`src/hw/rtl/otmu_pkg.sv`:
```
// Shared constants and types for the optical transfer multiply block.
// Used by the top level, the square-root pipeline and the sine/cosine pipeline.
// No dependencies.
package otmu_pkg;

  // Configuration register indexes
  typedef enum logic [1:0] {
    CFG_MODE     = 2'd0,
    CFG_FREQ_SQ  = 2'd1,
    CFG_PHASE    = 2'd2,
    CFG_FRESNEL  = 2'd3
  } cfg_reg_t;

  // Transfer modes
  localparam logic MODE_ANGULAR = 1'b0;
  localparam logic MODE_FRESNEL = 1'b1;

  // Fixed field widths
  localparam int IDX_W   = 10;  // row / column index
  localparam int FREQ_W  = 12;  // signed frequency index
  localparam int N2_W    = 22;  // squared radius
  localparam int ARG_W   = 41;  // angular argument, Q0.40 up to 1.0
  localparam int RAD_W   = 61;  // radicand, argument << 20
  localparam int ROOT_W  = 31;  // root, Q1.30
  localparam int PHASE_W = 32;  // phase in turns, Q0.32
  localparam int X_W     = 30;  // octant angle in radians, Q0.30
  localparam int CS_W    = 31;  // cosine / sine magnitude, Q1.30

  // 2*pi in Q32
  localparam logic [34:0] TWO_PI_Q32 = 35'd26986075409;
  // 1.0 in Q1.30
  localparam logic [CS_W-1:0] ONE_Q30 = 31'h4000_0000;

  // Pipeline depths of the shared units
  localparam int SQRT_LAT = 16;
  localparam int TRIG_LAT = 12;

endpackage

```
`src/hw/rtl/otmu_sqrt.sv`:
```
// Pipelined integer square root, two result bits per stage.
// Depends on otmu_pkg for widths and depth.
module otmu_sqrt (
  input  logic                            clk,
  input  logic                            rst_n,
  input  logic                            vld_i,
  input  logic [otmu_pkg::RAD_W-1:0]      rad_i,
  output logic                            vld_o,
  output logic [otmu_pkg::ROOT_W-1:0]     root_o
);

  localparam int NS = otmu_pkg::SQRT_LAT;

  typedef struct packed {
    logic [otmu_pkg::RAD_W-1:0] rem;
    logic [62:0]                res;
  } sq_t;

  // One digit step of the bitwise root; bpos selects the trial bit 4^bpos
  function automatic sq_t sq_step(input sq_t cur, input int unsigned bpos);
    sq_t         nxt;
    logic [63:0] bitv;
    logic [63:0] trial;
    bitv  = 64'd1 << (2 * bpos);
    trial = {1'b0, cur.res} + bitv;
    if ({3'd0, cur.rem} >= trial) begin
      nxt.rem = otmu_pkg::RAD_W'({3'd0, cur.rem} - trial);
      nxt.res = 63'(({1'b0, cur.res} >> 1) + bitv);
    end else begin
      nxt.rem = cur.rem;
      nxt.res = cur.res >> 1;
    end
    return nxt;
  endfunction

  sq_t         st_r [NS];
  logic [NS-1:0] vld_r;

  // Valid bits travel with the stages
  always_ff @(posedge clk) begin
    if (!rst_n) begin
      vld_r <= '0;
    end else begin
      vld_r <= {vld_r[NS-2:0], vld_i};
    end
  end

  for (genvar g = 0; g < NS; g++) begin : g_stage
    sq_t st_in;
    sq_t st_a;
    sq_t st_b;
    if (g == 0) begin : g_first
      assign st_in = '{rem: rad_i, res: 63'd0};
    end else begin : g_next
      assign st_in = st_r[g-1];
    end
    always_comb begin
      st_a = sq_step(st_in, 31 - 2 * g);
      st_b = sq_step(st_a, 30 - 2 * g);
    end
    always_ff @(posedge clk) begin
      st_r[g] <= st_b;
    end
  end

  assign vld_o  = vld_r[NS-1];
  assign root_o = st_r[NS-1].res[otmu_pkg::ROOT_W-1:0];

  // Root of a 61-bit radicand never reaches the upper result bits
  a_root_fits: assert property (@(posedge clk) disable iff (!rst_n)
    vld_r[NS-1] |-> st_r[NS-1].res[62:otmu_pkg::ROOT_W] == '0)
    else $error("square root exceeds result width");

endmodule

```
`config.mk`:
```
export PLATFORM = sky130hd
export DESIGN_NAME = otmu_sqrt
export DESIGN_NICKNAME = d
export VERILOG_FILES = /design/src/hw/rtl/otmu_pkg.sv /design/src/hw/rtl/otmu_sqrt.sv
export SDC_FILE = /design/constraint.sdc
export NUM_CORES = 2
export LEC_CHECK = 0
export ABC_AREA = 0
export BUFFER_PORTS_ARGS = -buffer_cell sky130_fd_sc_hd__buf_4
export CORE_AREA = 10 10 401 442
export CTS_CLUSTER_SIZE = 25
export DETAILED_ROUTE_END_ITERATION = 16
export DIE_AREA = 0 0 411 452
export PLACE_DENSITY_LB_ADDON = 0.08
export SYNTH_ARGS = -nofsm -noshare
export SYNTH_HDL_FRONTEND = slang
export SYNTH_SLANG_ARGS = --single-unit
```
`constraint.sdc`:
```
create_clock -name clk -period 12.8 [get_ports clk]
set_input_delay 1.28 -clock clk [delete_from_list [all_inputs] [get_ports clk]]
set_output_delay 1.28 -clock clk [all_outputs]
set_load 0.05 [all_outputs]
```
==> qor.yml <==
synth:
  synth_top_area_share_pct: 35.56
  syn_nets: 8588
  synth-seq-cells: 1187
  synth-seq-area-share_pct: 35.56
  yosysWarnings: 0
  post_synth.cell_area_avg_sq_um: 8.369
  mappedNetlistArea_sq_um: 66830
  ys.flop_type: "dfxtp_1"
  synth_top_area_cell: "dfxtp_1"
  async_flop_share_pct: 0
  synth_cell_type_count: 107
  synth.area.top_cells: "dfxtp_1 36%, ha_1 10%, xnor2_1 6.2%, a21oi_1 4.8%, nand2_1 4.0%"
  synthCells: 7985
  synth_edf_count: 0
timing:
  slew_headroom_pct: 25.64
  final-setup-viol-count: 0
  skew_ps: 44.51
  report.final.slew_viol_count: 0
  worstMarginPinSlew_ps: 1115
  setup_tns_ps: 0
  fin_crit_sh_pct: 60.32
  hold_viol_final: 0
  grt_setup_unrepaired: "no"
  fin_crit_ps: 7721
  fmax_mhz: 129.5
clock_tree:
  cts_buffers: 132
  clkLatencyLatePin_ps: 800
  post_cts_resized: 0
  cts.path.max_buffers: 3
  clkTransAtPathRegs_ps: 60
  cts.sink_count: 1187
  htree_levels: 4
  tritoncts: "built"
  cts_setup_buffers: 0
  hold_buffers: 0
  root_buffer: "clkbuf_16"
power:
  internal_power_uw: 10350
  p_per_area_nw_per_um2: 238.9
  leakage_uw: 0.03309
  netSwitchingPower_uw: 7474
  clkPwrFrac_pct: 23.3
  peakVddDrop_uv: 143.2
  p_sw_share_pct: 41.94
  p_comb_share_pct: 46.3
  pwr-share-seq_pct: 30.5
floorplan:
  die_x_microns: 411
  fp.dieH_microns: 452
  start_util_pct: 39.82
  rows: 158
  dieArea_sq_um: 185800
  ios: 96
  core_sq_um: 167800
finish:
  final_cells: 10360
  fin_nets: 8617
  fillers: 16720
  drive_gt1_share_pct: 6.244
  final_core_util_pct: 44.44
  area_growth_pct: 11.62
  multi_input_area_sq_um: 40310
  regArea_sq_um: 23760
placed_design:
  place_congestion: 0.9304
  port_buffers: 95
  dp_hpwl_mm: 169.0
  place_inst: 10120
grt:
  track_usage_pct: 21.40
  grt_pass1_wl_mm: 319.5
  grt_max_degree: 62
  antenna_found_initial: 7
  grt_pass1_vias: 56090
  grt-ovfl-total: 0
worst_setup_path:
  critPathMaxStageDelay_ps: 600
  r2r_start: "st_r[12][30]$_DFF_P_"
  worstReg2RegEnd: "st_r[13][116]$_DFF_P_"
  cp_top_family: "simple AND/OR/NAND/NOR gates"
  worstSetupPathType: "flip-flop to flip-flop"
  r2r_setup_slack_ps: 5080
  critPathRequiredTime_ps: 13470
  crit_path_top_delay_cell: "nor4_1"
  worst-path-max-fanout: 51
  end_kind: "flip-flop"
  cp_common_cell: "buf_4"
  arrival_ps: 8400
  cp.buffers_inverters: 7
  startpoint_type: "flip-flop"
  reg2reg_depth: 26
routing:
  drt-initial-drc-count: 4009
  viasPerCell: 5.481
  totalWireLength_mm: 206.7
  drc: 0
  first_pass_iters: 6
  wire_per_inst_microns: 19.94
  ant_nets: 0
  vias: 56790
hold_path:
  min_delay_path_depth: 0
  holdPathEnd: "st_r[9][33]$_DFF_P_"
  min_from: "st_r[8][35]$_DFF_P_"
  min_path_type: "flip-flop to flip-flop"
run_status:
  status: "finished clean"
job:
  max_cap_viol_count: 0
[cells in the mapped netlist, types with 82 or more instances]
master	n
inv_1	479
clkbuf_1	198
nor3_1	205
a21o_1	245
o21ai_0	420
nor2_1	676
dfxtp_1	1187
ha_1	538
nand2_1	704
xnor2_1	471
nor4_1	222
a21oi_1	642
or3_1	82
nand3_1	188
xor2_1	258
nand4_1	150
[flip-flops by register name, summed over array words and instances, names as in the netlist]
| register | cells |
|---|---|
| st_r | 1171 |
| vld_r | 16 |
[layout make-up]
class                   count  area share (%)
multi-input cells        6074           54.04
well taps                2240           3.757
flip-flops and latches   1187           31.86
clock buffers             175           4.997
inverters                 486           2.452
repair buffers            133           1.339
clock inverters            65           1.552
diodes                      2        0.006709
[placed cells by master, fill, tap and decap left out, types with 20 or more instances in the layout]
master	count
a211oi_1	55
a21o_1	245
or3_1	82
nand3_1	188
o21ai_0	420
clkbuf_8	22
or2_2	44
nor4_1	221
o211ai_1	40
and3_1	60
a311oi_1	21
nand3b_1	38
or4_1	33
ha_1	538
a21boi_0	36
buf_4	133
o31ai_1	57
nand2_1	704
inv_1	479
nor3_1	205
o21a_1	81
xor2_1	258
o31a_1	24
mux2i_1	20
nor3b_1	24
and4_1	34
a211o_1	22
nand2b_1	81
dfxtp_1	1187
mux2_2	36
xnor2_1	471
a31oi_1	65
a21oi_1	642
and2_1	58
o21bai_1	60
nand4b_1	20
nand4_1	150
clkbuf_16	134
nor2_1	676
nor2b_1	81
[cell families after synthesis]
group | after synthesis | share of synthesized area (%)
other | 1 | 0.005612
and+or+nand+nor | 2764 | 20.74
adders and majority gates | 540 | 10.12
buffers and inverters | 724 | 4.196
DFF | 1187 | 35.56
AOI/OAI and AO/OA | 1977 | 18.76
xor gates and xnor gates | 729 | 9.554
muxes | 63 | 1.063
[routing by layer]
metal,share of wire [%],vias to the layer above,track usage (%)
met4,2.9,2,6.539
li1,-,28510,-
met1,43,26810,26.02
met3,3.6,315,2.635
met2,50,1157,38.99
met5,0.0097,-,0
[power by group through the flow]
stage	Clock, uW	Sequential (uW)	Combinational (uW)
3_5_place_dp	0	5510	8170
3_3_place_gp	0	5510	8180
2_1_floorplan	0	5050	6390
6_report	4140	5430	8250
5_1_grt	4400	5520	9180
4_1_cts	4260	5440	8230
[worst max-delay path by stage]
stage / slack (ps) / end / from / cells after the start
after detailed placement: 5120 / st_r[11][105]$_DFF_P_ / st_r[10][40]$_DFF_P_ / 25
final: 5080 / st_r[13][116]$_DFF_P_ / st_r[12][30]$_DFF_P_ / 26
after global routing: 4470 / st_r[11][117]$_DFF_P_ / st_r[10][40]$_DFF_P_ / 26
after global placement: 4980 / st_r[11][105]$_DFF_P_ / st_r[10][40]$_DFF_P_ / 25
after CTS: 5070 / st_r[11][105]$_DFF_P_ / st_r[10][40]$_DFF_P_ / 25
after floorplan: 6850 / st_r[11][92]$_DFF_P_ / st_r[10][116]$_DFF_P_ / 24
[through the flow]
step           power [uW]  instance area [sq um]  worst slack (ps)  hold WS, ps
6_report            17820                  74590              5079        331.6
5_1_grt             19100                  74590              4474        332.5
4_1_cts             17930                  74590              5075        325.5
3_5_place_dp        13680                  69700              5118        334.8
3_3_place_gp        13690                  69700              4976        334.4
2_1_floorplan       11440                  66830              6855        322.7
Power figures use the tool's default switching activity.
